`src/rtl/keyed_accumulate_table_core_defines.svh`:
```
// Assertion macros for the keyed accumulate table.
`ifndef KEYED_ACCUMULATE_TABLE_CORE_DEFINES_SVH
`define KEYED_ACCUMULATE_TABLE_CORE_DEFINES_SVH

// same-cycle implication
`define KAT_ASSERT_IMP(lbl, ante, cons, msg) \
  lbl: assert property (@(posedge clk) disable iff (!rst_n) (ante) |-> (cons)) else $error(msg);

// next-cycle implication
`define KAT_ASSERT_NXT(lbl, ante, cons, msg) \
  lbl: assert property (@(posedge clk) disable iff (!rst_n) (ante) |=> (cons)) else $error(msg);

`endif

```
`src/rtl/kat_pkg.sv`:
```
// Types and constants shared by the keyed accumulate table.
`default_nettype none

package kat_pkg;

  localparam int ENTRIES_DEF  = 64;
  localparam int KEY_BITS_DEF = 64;
  localparam int KEY_W        = 64;
  localparam int AMOUNT_W     = 16;
  localparam int SUM_W        = 32;

  localparam logic [SUM_W-1:0] SUM_MAX = '1;

  typedef enum logic [1:0] {
    FN_ADD   = 2'd0,
    FN_ERASE = 2'd1,
    FN_QUERY = 2'd2,
    FN_NONE  = 2'd3
  } func_t;

  typedef enum logic {
    ST_IDLE = 1'b0,
    ST_SCAN = 1'b1
  } state_t;

  typedef struct packed {
    func_t               func;
    logic [KEY_W-1:0]    key;
    logic [AMOUNT_W-1:0] amount;
  } in_item_t;

  typedef struct packed {
    logic [SUM_W-1:0] sum_out;
    logic             found;
    logic             dropped_full;
  } out_item_t;

  typedef struct packed {
    logic                active;
    func_t               func;
    logic [KEY_W-1:0]    key;
    logic [AMOUNT_W-1:0] amount;
    logic                hit;
    logic [SUM_W-1:0]    sum;
    logic                free_seen;
  } tok_t;

  typedef struct packed {
    logic                en;
    logic [KEY_W-1:0]    key;
    logic [AMOUNT_W-1:0] amount;
  } alloc_t;

endpackage

`default_nettype wire

```
`src/rtl/kat_cell.sv`:
```
// One table entry: key compare, sum update and token forwarding.
`default_nettype none

module kat_cell import kat_pkg::*; #(
  parameter int               KEY_BITS = KEY_BITS_DEF,
  parameter int               IDX_W    = 6,
  parameter logic [IDX_W-1:0] IDX      = '0
) (
  input  wire logic             clk,
  input  wire logic             rst_n,
  input  wire tok_t             tok_i,
  input  wire logic [IDX_W-1:0] fidx_i,
  input  wire alloc_t           alloc_i,
  input  wire logic [IDX_W-1:0] alloc_idx_i,
  output tok_t                  tok_o,
  output logic [IDX_W-1:0]      fidx_o
);

  logic                valid_r, valid_nxt;
  logic [KEY_BITS-1:0] key_r, key_nxt;
  logic [SUM_W-1:0]    sum_r, sum_nxt;
  tok_t                tok_r, tok_nxt;
  logic [IDX_W-1:0]    fidx_r, fidx_nxt;
  logic                match;
  logic [SUM_W:0]      sum_add;

  assign match = tok_i.active && valid_r && (tok_i.func != FN_NONE) &&
                 (key_r == tok_i.key[KEY_BITS-1:0]);
  assign sum_add = {1'b0, sum_r} + {{(SUM_W-AMOUNT_W+1){1'b0}}, tok_i.amount};

  always_comb begin
    valid_nxt = valid_r;
    key_nxt   = key_r;
    sum_nxt   = sum_r;
    tok_nxt   = tok_i;
    fidx_nxt  = fidx_i;
    if (match) begin
      tok_nxt.hit = 1'b1;
      unique case (tok_i.func)
        FN_ADD:   sum_nxt = sum_add[SUM_W] ? SUM_MAX : sum_add[SUM_W-1:0];
        FN_ERASE: valid_nxt = 1'b0;
        FN_QUERY: tok_nxt.sum = sum_r;
        default: ;
      endcase
    end
    if (tok_i.active && !valid_r && !tok_i.free_seen) begin
      tok_nxt.free_seen = 1'b1;
      fidx_nxt          = IDX;
    end
    if (alloc_i.en && (alloc_idx_i == IDX)) begin
      valid_nxt = 1'b1;
      key_nxt   = alloc_i.key[KEY_BITS-1:0];
      sum_nxt   = {{(SUM_W-AMOUNT_W){1'b0}}, alloc_i.amount};
    end
  end

  always_ff @(posedge clk) begin
    key_r  <= key_nxt;
    sum_r  <= sum_nxt;
    fidx_r <= fidx_nxt;
    if (!rst_n) begin
      valid_r      <= 1'b0;
      tok_r.active <= 1'b0;
    end else begin
      valid_r <= valid_nxt;
      tok_r   <= tok_nxt;
    end
  end

  assign tok_o  = tok_r;
  assign fidx_o = fidx_r;

endmodule

`default_nettype wire

```
`config.mk`:
```
export PLATFORM = sky130hd
export DESIGN_NAME = kat_cell
export DESIGN_NICKNAME = d
export VERILOG_FILES = /design/src/rtl/keyed_accumulate_table_core_defines.svh /design/src/rtl/kat_pkg.sv /design/src/rtl/kat_cell.sv
export SDC_FILE = /design/constraint.sdc
export NUM_CORES = 1
export LEC_CHECK = 0
export BUFFER_PORTS_ARGS = -buffer_cell sky130_fd_sc_hd__buf_2
export CAP_MARGIN = 20
export CORE_UTILIZATION = 50
export CTS_BUF_LIST = sky130_fd_sc_hd__clkbuf_8 sky130_fd_sc_hd__clkbuf_16
export DETAILED_ROUTE_END_ITERATION = 8
export PLACE_DENSITY_LB_ADDON = 0.05
export SLEW_MARGIN = 20
export SYNTH_ARGS = -nofsm -noshare
export SYNTH_HDL_FRONTEND = slang
export SYNTH_SLANG_ARGS = --single-unit
```
`constraint.sdc`:
```
create_clock -name clk -period 3.9 [get_ports clk]
set_input_delay 0.39 -clock clk [delete_from_list [all_inputs] [get_ports clk]]
set_output_delay 0.39 -clock clk [all_outputs]
set_load 0.01 [all_outputs]
```
==> results.md <==
* Status: complete, no violations
* Highest ir drop seen on vdd at 422 uV
* Worst setup startpoint: key_r[47]$_DFFE_PP_
* CTS tree: yes
* TNS Setup at 0 ns
* Drt total wl at 23.9 mm
* Initial antenna violation count at 7
* Setup Buffers After CTS at 0
* Setup violations, final at 0
* Synth unique cells at 61
* Crit-path max FO at 24
* Mean Syn Cell Area at 14.5 um2
* Final Hold Viols at 0
* Vias post-DR at 6712
* Most frequent cells in the layout: 333 x buf_2, 196 x edfxtp_1, 57 x xnor2_1
* Worst slew margin at 0.325
* Die area at 19400 um2
* Hold_buf cts at 0
* Kind of critical path: flip-flop to flip-flop
* Mapped Area at 9440 um2
* Root buffer cell: clkbuf_16
* RSZ-0062 raised after global routing: no
* Number of global-route vias before repair at 6844
* Final Power at 0.00543 W
* HP Start: alloc_i[34]
* Port bufs at 334
* Synth warnings at 0
* Clock tree buffer depth at 3
* Detailed Place HPWL at 18.0 mm
* Largest area contributor in the netlist: edfxtp_1
* Global-route wire length before repair at 36.1 mm
* Post-Layout Cell Count at 1254
* Post-route DRC at 0
* Period utilisation layout at 0.836
* Clk sinks at 220
* Total grt overflow at 0
* Most common cell on crit path: nand4_1
* GRT Total Usage at 0.243
* Post-synth ARST share at 0
* R2R setup slack at 0.64 ns
* Hold Crit Endpoint: key_r[18]$_DFFE_PP_
* Worst Hold Class: primary input to flip-flop
* Clock Latency Late Sink at 0.52 ns
* Inserted Clock Buffers at 24
* I/O pin count at 335
* Worst R2R Path Depth at 8
* Row cnt at 49
* Max-cap violations at 0
* Worst EP arrival at 3.51 ns
* Commonest non-fill, non-tap cell in the layout: buf_2
* CP required at 4.15 ns
* Fmax at 307 MHz
* Nets@finish at 1232
* FF+latch count, synth at 220
* Worst Setup Start Kind: flip-flop
* Layout area overhead at 29.1%
* Reg-to-reg critical path endpoint: tok_o[21]$_DFFE_PP_
* Vert. Die Dim at 139 um
* Initial Util at 0.519
* Ys flop type: edfxtp_1
* Detailed-router iteration count before antenna repair at 5
* Crit path time final at 3.26 ns
* DIE WIDTH at 139 um
* Clk_skew at 0.0278 ns
* Clock-pin slew on the worst setup and hold paths at 0.06 ns
* Placed Instances at 1206
* Hold depth at 1
* DR iter-0 viols at 298
* P per Cell Area at 445 nW/um2
* Post-route ant nets at 0
* Pins Over Slew Limit at 0
* H-Tree Depth at 1
* Worst path max stage delay at 0.61 ns
* Worst slew pin tran at 1.01 ns
* Largest net degree at the start of global routing at 61
* Vias/cell at 5.35
* Synth top area cells: edfxtp_1 62%, xnor2_1 5.3%, dfxtp_1 5.1%, mux2_2 4.1%, ha_1 2.1%
* Layout cells sized above 1 at 0.419
* Min Hold Slack at 0.0384 ns
* CP Capture Type: flip-flop
* Synth Instances at 651
* Core Region at 18200 um2
* Post-synth EDFFs at 196
* Share of the synthesized area in the top cell type at 0.623
* CP max stage cell: nor4_1
* Post-CTS sizing at 0
* Crit path cell chain: xnor2_1 > nand4_1 > nor4_1 > nand4_1 > or2_1 > nor3b_4 > buf_4 > mux2_2
* Reg2reg start: key_r[47]$_DFFE_PP_
* Lkg Pwr at 4.89 nW
* Syn Nets at 880
* Gpl congestion at 0.903
* Wire length per cell at 19.0 um
* Post-synthesis sequential area ratio at 0.674
[stage by stage]
step | cell area, um2 | setup WS [ns] | util
after floorplan | 9440 | 0.599 | -
after global placement | 11400 | 0.656 | 0.627
after detailed placement | 11400 | 0.574 | 0.627
after CTS | 12200 | 0.630 | 0.669
after global routing | 12200 | 0.466 | 0.670
final | 12200 | 0.639 | 0.670
[routing by layer]
layer  share of wire  track usage
met1            0.38        0.281
met2            0.51        0.435
met3           0.081       0.0606
met4           0.031       0.0906
met5         0.00046            0
[worst max-delay path by stage]
stage	endpoint	slack, ns	depth (start not counted)
5_1_grt	tok_o[30]$_DFFE_PP_	0.47	8
2_1_floorplan	key_r[0]$_DFFE_PP_	0.60	4
4_1_cts	tok_o[7]$_DFFE_PP_	0.63	8
6_report	tok_o[21]$_DFFE_PP_	0.64	8
3_3_place_gp	tok_o[17]$_DFFE_PP_	0.66	9
3_5_place_dp	tok_o[21]$_DFFE_PP_	0.57	9
[cell usage after synthesis, types with 3 or more instances]
cell type / count
inv_1: 15
nor2_1: 20
dfxtp_1: 24
a21oi_1: 22
nand3_1: 11
and3_1: 7
clkbuf_1: 12
nand2b_1: 22
xor2_1: 11
o211ai_1: 3
nand2_1: 24
edfxtp_1: 196
or2_2: 4
a211o_1: 3
nor3_1: 16
nor2b_1: 6
mux2_2: 34
buf_4: 3
ha_1: 16
nand4_1: 32
a211oi_1: 5
o21ai_0: 11
a31oi_1: 15
o22a_1: 7
xnor2_1: 57
nor4_1: 6
a21o_1: 13
o2111ai_1: 5
and2_1: 7
[cell families (layout without fill, tap and decap cells)]
family                     count (synthesis)  after routing  share of synthesized area
xor gates and xnor gates                  68             68                     0.0631
and+or+nand+nor                          171            171                      0.104
buffers and inverters                     32            401                     0.0140
adders and majority gates                 17             17                     0.0233
AOI/OAI and AO/OA                        108            108                     0.0799
other                                      0              5                          0
DFF                                      220            220                      0.674
muxes                                     35             35                     0.0416
[report_power, final]
group,internal [W],switching (W),leakage (nW)
clock,0.00127,0.000903,0.387
sequential,0.00270,0.0000363,2.05
combinational,0.000241,0.000275,2.45
total,0.00421,0.00121,4.89
[worst max-delay path, delay by kind of cell (launching register included)]
family / cells / cell delay (ns)
XOR/XNOR: 1 / 0.26
flip-flops: 1 / 0.38
AND/OR/NAND/NOR: 5 / 1.59
buffers and inverters: 1 / 0.35
multiplexers: 1 / 0.39
[flip-flops by register name (all words and copies together), names as in the netlist]
signal,cells
sum_r,32
valid_r,1
fidx_o,6
tok_o,117
key_r,64
[layout make-up]
class	instances	area (um2)
antenna	5	12.5
clock buffer	25	614
clock inverter	18	153
fill	1392	6020
inverter	15	57.6
multi-input combinational	399	2950
sequential	220	6370
tap	229	287
timing repair buffer	343	1750
No activity file was read; power rests on OpenSTA's default activity.
